$ cat config.mk
export PLATFORM = sky130hd
export DESIGN_NAME = bresenham_line_rasterizer_core
export DESIGN_NICKNAME = d
export VERILOG_FILES = /design/src/rtl/blr_pkg.sv /design/src/rtl/blr_step.sv /design/src/rtl/bresenham_line_rasterizer_core.sv
export SDC_FILE = /design/constraint.sdc
export NUM_CORES = 1
export LEC_CHECK = 0
export BUFFER_PORTS_ARGS = -buffer_cell sky130_fd_sc_hd__buf_2
export CAP_MARGIN = 20
export CORE_AREA = 2 2 218 220
export CTS_CLUSTER_SIZE = 24
export DETAILED_ROUTE_END_ITERATION = 8
export DIE_AREA = 0 0 220 222
export SYNTH_ARGS = -nofsm -noshare
export SYNTH_HDL_FRONTEND = slang
export SYNTH_SLANG_ARGS = --single-unit
$ cat constraint.sdc
create_clock -name clk_i -period 7.2 [get_ports clk_i]
set_input_delay 0.72 -clock clk_i [delete_from_list [all_inputs] [get_ports clk_i]]
set_output_delay 0.72 -clock clk_i [all_outputs]
set_load 0.01 [all_outputs]
$ cat src/rtl/blr_pkg.sv
// ----------------------------------------------------------------------------
// blr_pkg
// Shared types and widths for the Bresenham line rasterizer: the request and
// pixel transaction payloads, the walker state and the octant codes.
// ----------------------------------------------------------------------------
package blr_pkg;

  // Coordinate width of every endpoint and pixel field.
  localparam int unsigned CoordW = 12;
  // Endpoint difference, one bit wider than a coordinate.
  localparam int unsigned DiffW  = CoordW + 1;
  // Step terms 2*dy and -2*dx.
  localparam int unsigned StepW  = CoordW + 2;
  // Decision term.
  localparam int unsigned DecW   = CoordW + 4;

  typedef enum logic [0:0] {
    BLR_MODE_LOAD = 1'b0,
    BLR_MODE_STEP = 1'b1
  } blr_mode_e;

  typedef enum logic [1:0] {
    OCT_SHALLOW_UP   = 2'd0,
    OCT_SHALLOW_DOWN = 2'd1,
    OCT_STEEP_UP     = 2'd2,
    OCT_STEEP_DOWN   = 2'd3
  } blr_octant_e;

  typedef struct packed {
    blr_mode_e                mode;
    logic signed [CoordW-1:0] start_x;
    logic signed [CoordW-1:0] start_y;
    logic signed [CoordW-1:0] end_x;
    logic signed [CoordW-1:0] end_y;
  } blr_req_t;

  typedef struct packed {
    logic signed [CoordW-1:0] pixel_x;
    logic signed [CoordW-1:0] pixel_y;
    logic                     last_pixel;
  } blr_pix_t;

  typedef struct packed {
    logic signed [CoordW-1:0] walk_x;
    logic signed [CoordW-1:0] walk_y;
    logic signed [CoordW-1:0] target_x;
    logic signed [CoordW-1:0] target_y;
    logic signed [DecW-1:0]   decision;
    logic signed [StepW-1:0]  step_a;
    logic signed [StepW-1:0]  step_b;
    blr_octant_e              octant;
    logic                     active;
  } blr_state_t;

endpackage

$ cat src/rtl/blr_step.sv
// ----------------------------------------------------------------------------
// blr_step
// Next-state and pixel logic for one request: line setup on a load, one
// walker advance on a step.
// ----------------------------------------------------------------------------
module blr_step (
  input  blr_pkg::blr_req_t   req_i,
  input  blr_pkg::blr_state_t state_i,
  output blr_pkg::blr_state_t state_o,
  output logic                pix_valid_o,
  output blr_pkg::blr_pix_t   pix_o
);

  logic                                 swap;
  logic signed [blr_pkg::CoordW-1:0]    x0, y0, x1, y1;
  logic signed [blr_pkg::DiffW-1:0]     dx, dy, ady;
  logic signed [blr_pkg::StepW-1:0]     a_init, b_init;
  logic signed [blr_pkg::DecW-1:0]      dx_d, dy_d;
  logic                                 steep, rising;

  // Line setup: order endpoints so x is non-decreasing.
  assign swap = req_i.start_x > req_i.end_x;
  assign x0   = swap ? req_i.end_x   : req_i.start_x;
  assign y0   = swap ? req_i.end_y   : req_i.start_y;
  assign x1   = swap ? req_i.start_x : req_i.end_x;
  assign y1   = swap ? req_i.start_y : req_i.end_y;

  assign dx     = blr_pkg::DiffW'(x1) - blr_pkg::DiffW'(x0);
  assign dy     = blr_pkg::DiffW'(y1) - blr_pkg::DiffW'(y0);
  assign ady    = dy[blr_pkg::DiffW-1] ? -dy : dy;
  assign a_init = $signed({dy, 1'b0});
  assign b_init = -$signed({dx, 1'b0});
  assign steep  = ady > dx;
  assign rising = a_init > 0;
  assign dx_d   = blr_pkg::DecW'(dx);
  assign dy_d   = blr_pkg::DecW'(dy);

  logic                               walking;
  logic signed [blr_pkg::DecW-1:0]    a_d, b_d;

  assign a_d = blr_pkg::DecW'(state_i.step_a);
  assign b_d = blr_pkg::DecW'(state_i.step_b);

  always_comb begin
    state_o     = state_i;
    pix_valid_o = 1'b0;
    pix_o       = '0;
    walking     = 1'b0;

    if (req_i.mode == blr_pkg::BLR_MODE_LOAD) begin
      state_o.walk_x   = x0;
      state_o.walk_y   = y0;
      state_o.target_x = x1;
      state_o.target_y = y1;
      state_o.step_a   = a_init;
      state_o.step_b   = b_init;
      state_o.active   = 1'b1;
      // Halves of even step terms are exact: A/2 = dy, B/2 = -dx.
      if (!steep) begin
        if (rising) begin
          state_o.octant   = blr_pkg::OCT_SHALLOW_UP;
          state_o.decision = dy_d + dy_d - dx_d;
        end else begin
          state_o.octant   = blr_pkg::OCT_SHALLOW_DOWN;
          state_o.decision = dy_d + dy_d + dx_d;
        end
      end else begin
        if (rising) begin
          state_o.octant   = blr_pkg::OCT_STEEP_UP;
          state_o.decision = dy_d - dx_d - dx_d;
        end else begin
          state_o.octant   = blr_pkg::OCT_STEEP_DOWN;
          state_o.decision = dy_d + dx_d + dx_d;
        end
      end
    end else if (state_i.active) begin
      case (state_i.octant)
        blr_pkg::OCT_SHALLOW_UP,
        blr_pkg::OCT_SHALLOW_DOWN: walking = state_i.walk_x < state_i.target_x;
        blr_pkg::OCT_STEEP_UP:     walking = state_i.walk_y < state_i.target_y;
        blr_pkg::OCT_STEEP_DOWN:   walking = state_i.walk_y > state_i.target_y;
        default:                   walking = 1'b0;
      endcase

      pix_valid_o = 1'b1;
      if (!walking) begin
        // End reached: emit the endpoint and drop back to idle.
        pix_o.pixel_x    = state_i.target_x;
        pix_o.pixel_y    = state_i.target_y;
        pix_o.last_pixel = 1'b1;
        state_o.active   = 1'b0;
      end else begin
        pix_o.pixel_x    = state_i.walk_x;
        pix_o.pixel_y    = state_i.walk_y;
        pix_o.last_pixel = 1'b0;
        case (state_i.octant)
          blr_pkg::OCT_SHALLOW_UP: begin
            state_o.walk_x   = state_i.walk_x + 1'b1;
            state_o.walk_y   = state_i.walk_y + (state_i.decision > 0 ? 1'b1 : 1'b0);
            state_o.decision = state_i.decision + a_d + (state_i.decision > 0 ? b_d : '0);
          end
          blr_pkg::OCT_SHALLOW_DOWN: begin
            state_o.walk_x   = state_i.walk_x + 1'b1;
            state_o.walk_y   = state_i.walk_y - (state_i.decision < 0 ? 1'b1 : 1'b0);
            state_o.decision = state_i.decision + a_d - (state_i.decision < 0 ? b_d : '0);
          end
          blr_pkg::OCT_STEEP_UP: begin
            state_o.walk_y   = state_i.walk_y + 1'b1;
            state_o.walk_x   = state_i.walk_x + (state_i.decision < 0 ? 1'b1 : 1'b0);
            state_o.decision = state_i.decision + b_d + (state_i.decision < 0 ? a_d : '0);
          end
          blr_pkg::OCT_STEEP_DOWN: begin
            state_o.walk_y   = state_i.walk_y - 1'b1;
            state_o.walk_x   = state_i.walk_x + (state_i.decision > 0 ? 1'b1 : 1'b0);
            state_o.decision = state_i.decision - b_d + (state_i.decision > 0 ? a_d : '0);
          end
          default: state_o = state_i;
        endcase
      end
    end
  end

endmodule

$ cat src/rtl/bresenham_line_rasterizer_core.sv
// ----------------------------------------------------------------------------
// bresenham_line_rasterizer_core
// Integer midpoint line rasterizer emitting one pixel per step request on an active line.
// ----------------------------------------------------------------------------
// Usage:
//   Requests arrive on the in_* channel (valid/ready). A load transaction
//   (mode = load) latches two endpoints, orders them by x and sets up the
//   decision term; it returns no pixel. Each step transaction (mode = step)
//   returns one pixel on the out_* channel; the final one is the endpoint
//   with last_pixel set, after which the walker is idle. A step while idle
//   returns nothing. A load while a line is active replaces that line.
//   Path: a step is held in the request register and its pixel in the
//   result register, from which it leaves on the out_* channel.
//   Throughput: one transaction per cycle while out_ready_i is high. Each
//   request is finished by a single pass through the step logic between the
//   two registers, and the walker state feeds back into itself through that logic.
//   Reset: rst_ni clears the walker state and both valid flags; the block
//   comes up idle with in_ready_o high.
//   Stall: while out_ready_i is low the pending pixel holds in the result
//   register, one more request is held in the request register, and only
//   then does in_ready_o drop.
// ----------------------------------------------------------------------------
module bresenham_line_rasterizer_core (
  input  logic              clk_i,
  input  logic              rst_ni,
  input  logic              in_valid_i,
  output logic              in_ready_o,
  input  blr_pkg::blr_req_t in_i,
  output logic              out_valid_o,
  input  logic              out_ready_i,
  output blr_pkg::blr_pix_t out_o
);

  // Request register.
  logic                in_valid_q;
  blr_pkg::blr_req_t   in_q;

  // Walker state.
  blr_pkg::blr_state_t state_q, state_d;

  // Result register.
  logic                out_valid_q;
  blr_pkg::blr_pix_t   out_q;

  // Step logic outputs.
  logic                pix_valid;
  blr_pkg::blr_pix_t   pix;

  logic                advance;
  logic                out_free;

  blr_step u_step (
    .req_i      (in_q),
    .state_i    (state_q),
    .state_o    (state_d),
    .pix_valid_o(pix_valid),
    .pix_o      (pix)
  );

  // The result slot is free when empty or being drained this cycle.
  assign out_free   = !out_valid_q || out_ready_i;
  // Process the held request only when its pixel has somewhere to go.
  assign advance    = in_valid_q && out_free;
  assign in_ready_o = !in_valid_q || advance;

  always_ff @(posedge clk_i or negedge rst_ni) begin
    if (!rst_ni) begin
      in_valid_q <= 1'b0;
    end else if (in_ready_o) begin
      in_valid_q <= in_valid_i;
    end
  end

  // Payload only, no reset needed.
  always_ff @(posedge clk_i) begin
    if (in_ready_o && in_valid_i) begin
      in_q <= in_i;
    end
  end

  // Commit the walker update once per processed request.
  always_ff @(posedge clk_i or negedge rst_ni) begin
    if (!rst_ni) begin
      state_q <= '0;
    end else if (advance) begin
      state_q <= state_d;
    end
  end

  always_ff @(posedge clk_i or negedge rst_ni) begin
    if (!rst_ni) begin
      out_valid_q <= 1'b0;
    end else if (out_free) begin
      out_valid_q <= advance && pix_valid;
    end
  end

  always_ff @(posedge clk_i) begin
    if (advance && pix_valid) begin
      out_q <= pix;
    end
  end

  assign out_valid_o = out_valid_q;
  assign out_o       = out_q;

  // --------------------------------------------------------------------------
  // Assertions
  // --------------------------------------------------------------------------

  // Back-pressure only when both registers are full and the receiver stalls.
  a_ready_low_only_when_full : assert property (
    @(posedge clk_i) disable iff (!rst_ni)
    !in_ready_o |-> (in_valid_q && out_valid_q && !out_ready_i)
  ) else $error("in_ready_o low without a full pipeline");

  // A load never produces a pixel.
  a_load_no_pixel : assert property (
    @(posedge clk_i) disable iff (!rst_ni)
    (advance && in_q.mode == blr_pkg::BLR_MODE_LOAD) |-> !pix_valid
  ) else $error("load transaction produced a pixel");

  // The endpoint pixel leaves the walker idle.
  a_last_goes_idle : assert property (
    @(posedge clk_i) disable iff (!rst_ni)
    (advance && pix_valid && pix.last_pixel) |=> !state_q.active
  ) else $error("walker still active after the last pixel");

  // A step while idle changes nothing.
  a_idle_step_holds : assert property (
    @(posedge clk_i) disable iff (!rst_ni)
    (advance && in_q.mode == blr_pkg::BLR_MODE_STEP && !state_q.active)
      |=> $stable(state_q)
  ) else $error("idle step changed walker state");

endmodule

# == Word level (Yosys, flattened, before mapping) ==
# Index checks and enable logic that the tools add are counted.
# op_classes
n_addsub,25
order_cmp,8
eq_ne,5
mux,29
n_bitwise,1
n_reduce_logical,12
# op_table
op,count
$mux 95,2
$mux 16,7
$pmux 24 s4,1
$mux 94,1
$add 16x16->16,5
$pmux 16 s4,1
$mux 12,4
$sub 16x16->16,2
$add 14x13->15,2
$sub 14x13->15,2
$add 13x13->14,2
$sub 12x12->13,2
$mux 25,1
$add 12x1->12 const B,2
$add 12x12->12,2
$gt 12x12->1,2
$lt 12x12->1,2
$gt 16x1->1 const B,1
$lt 16x1->1 const B,1
$gt 14x1->1 const B,1
$neg 14->14,1
$sub 13x13->14,1
$gt 13x13->1,1
$mux 13,1
other kinds (18),33
# word_totals
regBits,171
in_bits,53
out_inout_bits,27
wordCells,99

# == Logic depth before layout (Yosys ltp) ==
# Gate-level depths: netlist of run 1.
# depth
word_depth,8
depth_mapped,38
depth_no_buf,36

# == Cells and area by module ==
# From an unflattened synthesis of run 1, not the netlist that was laid out.
# hier_totals
hier_cells,2165
area_unflattened_um2,18876.9
# by_module_without_submodules
module,n_inst,cells_each,area_each_um2,seq_area_each_um2
blr_step,1,1880,12776.0,0.0
bresenham_line_rasterizer_core,1,285,6100.9,4649.5

# == Least setup slack after synthesis of run 1 ==
# No wires, ideal clock.
# synth_path
path_type,reg2reg
from,reg in_q[20] in the netlist's numbering
to,reg state_q[44] in the netlist's numbering
setup_ns,0.131
arrival_ns,7.262
required_time_ns,7.069
slack_ns,-0.193
path_stages_with_launch,38
n_path_buf,3
period_less_slack_ns,7.393
path_cell_list,edfxtp_1 inv_1 ha_1 buf_2 and4_1 buf_2 nand4_2 o21a_1 o21ai_4 a2bb2oi_1 ha_1 nor3_1 a31oi_1 a21boi_0 a311oi_1 a31oi_1 xor2_1 or4b_4 [... 2 more ...] nor2_1 xnor2_1 inv_1 fa_1 nor2b_1 o21ai_0 a21boi_0 o21ai_0 a21boi_0 o21ai_0 a21oi_1 o21ai_0 a211oi_1 or2_2 o221ai_1 o21ai_0 a31oi_1 nand3b_1
# synth_between
elab_chain_len,8
word_cells_on_any_way,22
cone_classes,10 x add/sub; 3 x order compare; 9 x mux
# synth_rtl
element,line_no,text
from (decl),bresenham_line_rasterizer_core.sv:36,blr_pkg::blr_req_t in_q;
from (signal assigned),bresenham_line_rasterizer_core.sv:77,in_q <= in_i;
$gt 12x12->1,blr_step.sv:22,assign swap = req_i.start_x > req_i.end_x;
$mux 12 (on tied branches),--,
$sub 12x12->13 (on tied branches),"blr_step.sv:29, blr_step.sv:28",
"$add 13x13->14, or another cell as far along","blr_step.sv:62, blr_step.sv:65",
"$add 14x13->15, or another cell as far along",blr_step.sv:65,state_o.decision = dy_d + dy_d + dx_d;
"$mux 16, or another cell as far along",blr_step.sv:60,if (rising) begin
$mux 16 *,blr_step.sv:59,if (!steep) begin
$mux 95 *,blr_step.sv:50,if (req_i.mode == blr_pkg::BLR_MODE_LOAD) begin
to (signal assigned),bresenham_line_rasterizer_core.sv:86,state_q <= state_d;
to (decl),bresenham_line_rasterizer_core.sv:39,"blr_pkg::blr_state_t state_q, state_d;"
# Mark *: on every way between the ends. The rest lies on a longest branch, timed or not.
# A chain may end at the register's enable or synchronous reset.

# == Worst setup path after layout of run 1 ==
# layout_path
from,reg in_q[47] in the netlist's numbering
to,reg state_q[46] in the netlist's numbering
# Same word-level chain as after synthesis.

==> summary.txt, run 1 <==
Place
  – Hpwl dp: 44,400 um
  – GP Congestion: 0.935
  – Placed Instances: 2,816
  – Pre-CTS setup slack: -0.212 ns
  – IO Port Bufs: 79

Worst hold path
  – HP Class: input port to async pin

Logic synthesis
  – Cell count after synthesis: 2,084
  – Syn avg cell area: 8.16 um^2
  – Number of synthesized flops with an enable pin: 74
  – Async set-reset flop share out of synthesis: 56.2%
  – Sequential cell area fraction in the yosys report: 27.0%
  – Ys flop type: dfrtp_1
  – Synth warn: 0
  – FF+latch count, synth: 169
  – Cell area after synthesis: 17,000 um^2
  – Post-synthesis cell type count: 91

GRT
  – Total Routing Usage GR: 23.3%
  – Gr ovfl total: 0
  – Largest net degree at the start of global routing: 70
  – First-pass GRT wire length: 87,700 um
  – Number of global-route vias before repair: 15,200
  – Initial antenna violation count: 1

Power
  – Pwr dens: 546 nW/um^2
  – P_leak: 8.96 nW
  – Peak VDD IR: 0.257 mV

Clock network
  – Sinks on Clock Net: 169
  – Clock Latency Late Sink: 0.48 ns
  – TritonCTS clock tree: done
  – CTS HTree Levels: 4
  – CTS Buffer Depth: 2
  – CTS root buf: clkbuf_16
  – Hold_buf cts: 0
  – Clock Pin Slew Worst Setup and Hold Paths: 0.08 ns
  – Num CTS Buffers: 17

Flow run
  – Max cap viols: 0

Die
  – # IOs: 80
  – # rows: 79
  – Placeable Area: 46,300 um^2
  – Die X: 220 um
  – Die Area: 48,800 um^2
  – Initial Utilization: 36.8%
  – Die Y-Extent: 222 um

Timing
  – RSZ-0062 raised after global routing: true
  – Final Skew: 0.0141 ns
  – Fin crit period: 7.15 ns
  – Period utilisation layout: 99.4%
  – Slew headroom: 34.9%
  – Fin. Hold Viols: 0
  – Setup_tns: 0 ns
  – Actual slew at the worst max-slew pin: 0.977 ns
  – Worst setup margin: 0.0453 ns
  – Final hold slack: 0.160 ns
  – Fin. max-slew vios: 0
  – Max Fclk: 140 MHz
  – Final setup viols: 0

Worst setup path
  – CP Launch Type: flip-flop
  – CP Data Required Time: 7.62 ns
  – Reg2Reg Depth: 35
  – FF-to-FF setup slack: 0.05 ns
  – CP Max Fanout: 7
  – CP arrival: 7.58 ns
  – Worst Setup SP: in_q[47]
  – Crit end category: flip-flop
  – R2r endpoint: state_q[46]
  – Critical path class: flip-flop to flip-flop
  – Critical path's largest stage delay: 0.58 ns
  – Slowest-stage cell, CP: or4b_4
  – Reg2reg start: in_q[47]

Route
  – 1st-iter DRT viols: 1,477
  – Drt pass-1 iters: 6
  – WL/cell: 19.6 um
  – DRC violations left: 0
  – Routed via count: 16,000
  – Routed vias/inst: 5.57
  – Post-route ant nets: 0
  – DRT Wirelength: 56,200 um

Cells and area
  – Final cell count without fillers: 2,866
  – Layout cell share with drive strength beyond 1: 15.3%
  – P&R area growth vs syn: 16.9%
  – Antenna Cells: 0
  – Most common cell after layout, fill and taps aside: nand2_1
  – Nets: 2,501
  – Most frequent cells in the layout: 243 x nand2_1, 204 x nor2_1, 163 x ha_1

Status
  – Outcome: complete, no violations
[worst max-delay path, delay by kind of cell (launching register included)]
family	cells	cell delay, ns
AO/OA/AOI/OAI	16	2.80
XOR/XNOR	2	0.25
adder cells (fa/ha/maj)	3	0.90
buffers and inverters	4	0.65
flip-flops	1	0.44
AND/OR/NAND/NOR	10	2.05
[layout make-up]
cell class,instances,area [um^2]
fillers,4604,26400
multi-input cells,1677,11800
flip-flops and latches,169,4600
repair buffers,226,1550
well taps,607,759
inverters,155,582
clock buffers,19,433
clock inverters,13,181
[through the flow]
stage / util, % / power, mW / area (um^2)
final: 43.0 / 10.9 / 19900
after detailed placement: 40.8 / 9.49 / 18900
after CTS: 42.1 / 10.6 / 19500
after floorplan: - / 7.38 / 17000
after global routing: 43.0 / 11.9 / 19900
after global placement: 40.7 / 9.31 / 18800
[per-layer routing]
metal	track usage [%]	share of wire, %	up-vias
li1	-	-	7762
met1	34.1	48	7605
met2	35.4	44	523
met3	3.13	5.9	70
met4	6.88	2.3	0
met5	0	0	-
[cells in the mapped netlist, types with 4 or more instances]
library cell	count	share of area (%)
a21boi_0	7	0.31
o221ai_1	10	0.51
edfxtp_1	74	13
o21bai_1	23	1.0
xnor2_1	86	4.4
mux2i_1	29	1.7
xor2_1	37	1.9
o31ai_1	15	0.66
a221oi_1	11	0.57
a21o_1	42	1.9
or4_1	6	0.26
buf_2	11	0.32
or2_2	9	0.33
nor2_1	209	4.6
nand2_1	245	5.4
buf_1	6	0.13
and3_1	20	0.74
clkbuf_1	66	1.5
a22oi_1	10	0.44
o22ai_1	8	0.29
a211oi_1	20	0.88
o32a_1	4	0.24
ha_1	168	12
nor4_1	9	0.33
nand3_1	30	0.88
nand4_1	16	0.59
a31oi_1	48	1.8
mux2_2	5	0.33
fa_1	34	4.0
and2_1	31	1.1
or3_1	15	0.55
a311oi_1	4	0.21
inv_1	152	3.4
dfrtp_1	95	14
o2111ai_1	4	0.21
o21ai_0	129	3.8
maj3_1	12	0.71
o211ai_1	18	0.79
nor2b_1	35	1.3
nand2b_1	21	0.77
o311ai_0	5	0.26
nor3_1	38	1.1
o21a_1	23	1.0
a21oi_1	164	4.8
[worst max-delay path by stage]
stage                        to  slack [ns]
floorplan           state_q[44]        0.03
global route        state_q[44]       -0.34
CTS                 state_q[44]        0.03
finish              state_q[46]        0.05
detailed placement  state_q[44]       -0.21
global placement    state_q[44]        0.06
[power by group]
part	internal, mW	switching (mW)	leakage [nW]	total (mW)
Sequential	1.29	0.402	1.85	1.69
Clock	0.557	0.456	0.297	1.01
Combinational	3.46	4.68	6.81	8.14
[sequential cells by signal, indices dropped and copies added (netlist names)]
signal       cells
state_q         93
in_q            49
out_o           25
in_valid_q       1
out_valid_o      1
[timing repair]
action / in CTS / in global routing
pin swaps: 0 / 46
setup endpoints to repair: 3 / 8
gates resized for setup: 6 / 59
gates cloned: 0 / 1
setup buffers: 0 / 17
hold endpoints to repair: 0 / 0
[logic make-up after synthesis]
logic type               after synthesis  synth area share, %
AO/OA/AOI/OAI                        599                 22.9
XOR/XNOR                             125                 6.56
adder cells (fa/ha/maj)              214                 17.1
buffers and inverters                241                 5.47
flip-flops                           169                 27.0
multiplexers                          34                 2.04
other                                  2               0.0442
AND/OR/NAND/NOR                      700                 18.9
Note: power is estimated with default switching activity, not from simulation.
==> inputs of run 2 (changes only) <==
ABC_AREA = 1   (was unset)
CORE_AREA = 2 2 214 216   (was 2 2 218 220)
DIE_AREA = 0 0 216 218   (was 0 0 220 222)
==> run 2 against run 1 <==
Net effect: first-iteration DRC count shrank 27%; count of clock-buffer cells in the layout shrank 2; synthesized cell count grew 7.7%; via count shrank 4.5%; core utilization shrank 2.6 points; critical endpoint is now state_q[44]; largest cell class unchanged; highest routed layer unchanged.
==> summary.txt, run 2 <==
Status
  – Outcome: complete, no violations

Logic synthesis
  – Simple-gate share of the synthesized area: 22.7% (+3.8 points)
  – Top cells by count, synth: 511 x nand2_1, 335 x inv_1, 185 x a21oi_1, 178 x o21ai_0, 168 x ha_1
  – Post-synthesis xor/xnor area fraction: 4.53% (-2.0 points)
  – Ys flop type: dfrtp_1
  – Sequential cell area fraction in the yosys report: 28.0% (+0.97 points)
  – Cell area after synthesis: 16,400 um^2 (-3.5%)
  – Top post-synthesis cells by area: dfrtp_1 14%, edfxtp_1 14%, ha_1 13%, nand2_1 12%, inv_1 7.7%
  – Synth Area in Adders: 16.9% (-0.12 points)
  – Post-synthesis cell type count: 61 (-33%)
  – Synth Area in Compound Gates: 17.4% (-5.4 points)
  – Async set-reset flop share out of synthesis: 56.2% (unchanged)
  – Synth warn: 0 (unchanged)
  – Mux contribution to synthesized area: 0.610% (-1.4 points)
  – Count leader, synth: nand2_1
  – FF+latch count, synth: 169 (unchanged)
  – Syn avg cell area: 7.31 um^2 (-10%)
  – Largest family of logic cells by synthesized area: simple AND/OR/NAND/NOR gates
  – Cell count after synthesis: 2,245 (+7.7%)
  – Largest area contributor in the synthesized netlist: dfrtp_1
  – Number of synthesized flops with an enable pin: 74 (unchanged)
  – Share of the synthesized area in the top cell type: 14.5% (+0.50 points)

Worst setup path
  – Reg2reg start: in_q[47]
  – Critical path class: flip-flop to flip-flop
  – Worst Path Buf+Inv: 3 (-1)
  – Delay-heaviest family, CP: simple AND/OR/NAND/NOR gates
  – CP Max Fanout: 34 (+27)
  – CP arrival: 6.91 ns (-0.67 ns)
  – CP Data Required Time: 7.57 ns (-0.05 ns)
  – Slowest-stage cell, CP: edfxtp_1
  – CP Launch Type: flip-flop
  – Crit end category: flip-flop
  – Worst Setup SP: in_q[47]
  – Critical path's largest stage delay: 0.42 ns (-0.16 ns)

Die
  – Initial Utilization: 36.6% (-0.19 points)
  – Die Area: 47,100 um^2 (-3.6%)
  – Die Y-Extent: 218 um (-1.8%)
  – # rows: 78 (-1.3%)
  – Die X: 216 um (-1.8%)
  – Placeable Area: 44,900 um^2 (-3.0%)
  – # IOs: 80 (unchanged)

Clock network
  – Sinks on Clock Net: 169 (unchanged)
  – TritonCTS clock tree: done
  – Clock Latency Late Sink: 0.49 ns (about the same)
  – CTS Buffer Depth: 2 (unchanged)
  – Hold_buf cts: 0 (unchanged)
  – Num CTS Buffers: 17 (unchanged)
  – CTS HTree Levels: 4 (unchanged)
  – CTS root buf: clkbuf_16
  – Clock Pin Slew Worst Setup and Hold Paths: 0.08 ns (about the same)

Worst hold path
  – HP Class: input port to async pin

Route
  – Met1 Wirelength: 22,800 um (-15%)
  – DRT Wirelength: 50,100 um (-11%)
  – 1st-iter DRT viols: 1,080 (-27%)
  – Met2 wire len: 22,800 um (-7.3%)
  – WL/cell: 17.1 um (-13%)
  – Top Layer Used: met4
  – Drt pass-1 iters: 5 (-1)
  – DRC violations left: 0 (unchanged)
  – Routed wl met3: 2750 um (-17%)
  – Routed via count: 15,200 (-4.5%)
  – Post-route ant nets: 0 (unchanged)
  – Routed vias/inst: 5.21 (-6.4%)

Flow run
  – Max cap viols: 0 (unchanged)

GRT
  – Total Routing Usage GR: 21.5% (-1.7 points)
  – Largest net degree at the start of global routing: 56 (-20%)
  – Initial antenna violation count: 0 (-1)
  – First-pass GRT wire length: 78,700 um (-10%)
  – Gr ovfl total: 0 (unchanged)
  – Number of global-route vias before repair: 14,700 (-3.4%)

Timing
  – Fin crit period: 6.54 ns (-0.611 ns)
  – Slew headroom: 36.7% (+1.8 points)
  – Final Skew: 0.0145 ns (+0.000399 ns)
  – Fin. Hold Viols: 0 (unchanged)
  – Period utilisation layout: 90.9% (-8.5 points)
  – Setup_tns: 0 ns (unchanged)
  – Actual slew at the worst max-slew pin: 0.949 ns (-0.0277 ns)
  – RSZ-0062 raised after global routing: false
  – Fin. max-slew vios: 0 (unchanged)
  – Max Fclk: 153 MHz (+9.3%)
  – Final setup viols: 0 (unchanged)

Cells and area
  – Max reg flops: 93 (unchanged)
  – Antenna Cells: 0 (unchanged)
  – P&R area growth vs syn: 10.4%
  – Nets: 2,567 (+2.6%)
  – Layout cell share with drive strength beyond 1: 9.63% (-5.7 points)
  – Most common cell after layout, fill and taps aside: nand2_1
  – Reg with most FFs: state_q
  – Most frequent cells in the layout: 510 x nand2_1, 333 x inv_1, 185 x a21oi_1

Place
  – GP Congestion: 0.948 (+1.4%)
  – IO Port Bufs: 79 (unchanged)
  – Hpwl dp: 39,200 um (-12%)
[run 2: cell type report]
class                   count  area [um^2]
clock buffers              17          425
clock inverters            15          199
fillers                  4634        26800
inverters                 353         1330
multi-input cells        1669        10200
flip-flops and latches    169         4600
well taps                 600          751
repair buffers            101          576
repair inverters            1         7.51
[run 2: layer usage]
layer	global-route usage [%]	up-vias
met5	0	-
met4	8.72	0
met3	4.16	91
met2	35.3	385
met1	27.9	7163
li1	-	7600
[run 2: cell families after synthesis]
kind of cell / after synthesis
compound gates: 507
buf+inv: 411
xor+xnor: 84
other cells: 2
fa+ha+maj: 202
simple gates: 860
flops: 169
mux: 10
[run 2: path summary, 6_finish.rpt]
kind / end / slack [ns] / cells after the start
hold reg to reg: state_q[0] / 0.54 / 2
setup reg to reg: state_q[44] / 0.66 / 36
max in group asynchronous: state_q[35] / 5.76 / 2
min in group clk_i: in_q[16] / 0.41 / 1
hold / removal: state_q[87] / 0.28 / 1
setup / recovery: state_q[44] / 0.66 / 36
[run 2: through the flow]
| step | utilization [%] | setup slack [ns] | cells | hold WS [ns] | instance area, um^2 |
|---|---|---|---|---|---|
| final | 40.4 | 0.656 | 2925 | 0.283 | 18100 |
| after global routing | 40.4 | 0.0270 | 2925 | 0.331 | 18100 |
| after CTS | 40.3 | 0.372 | 2921 | 0.290 | 18100 |
| after detailed placement | 38.9 | 0.412 | 2889 | 0.504 | 17500 |
| after global placement | 38.9 | 0.538 | 2889 | 0.490 | 17500 |
| after floorplan | - | 1.68 | 2248 | 0.424 | 16400 |
[run 2: repair_timing]
action,CTS,global route
setup buffers,0,2
endpoints found under the hold margin,0,0
gates resized for setup,0,3
setup endpoints to repair,0,15
Power of run 2 is not shown: default switching activity piles up to over one toggle a cycle in this logic, so the estimate is an artifact.
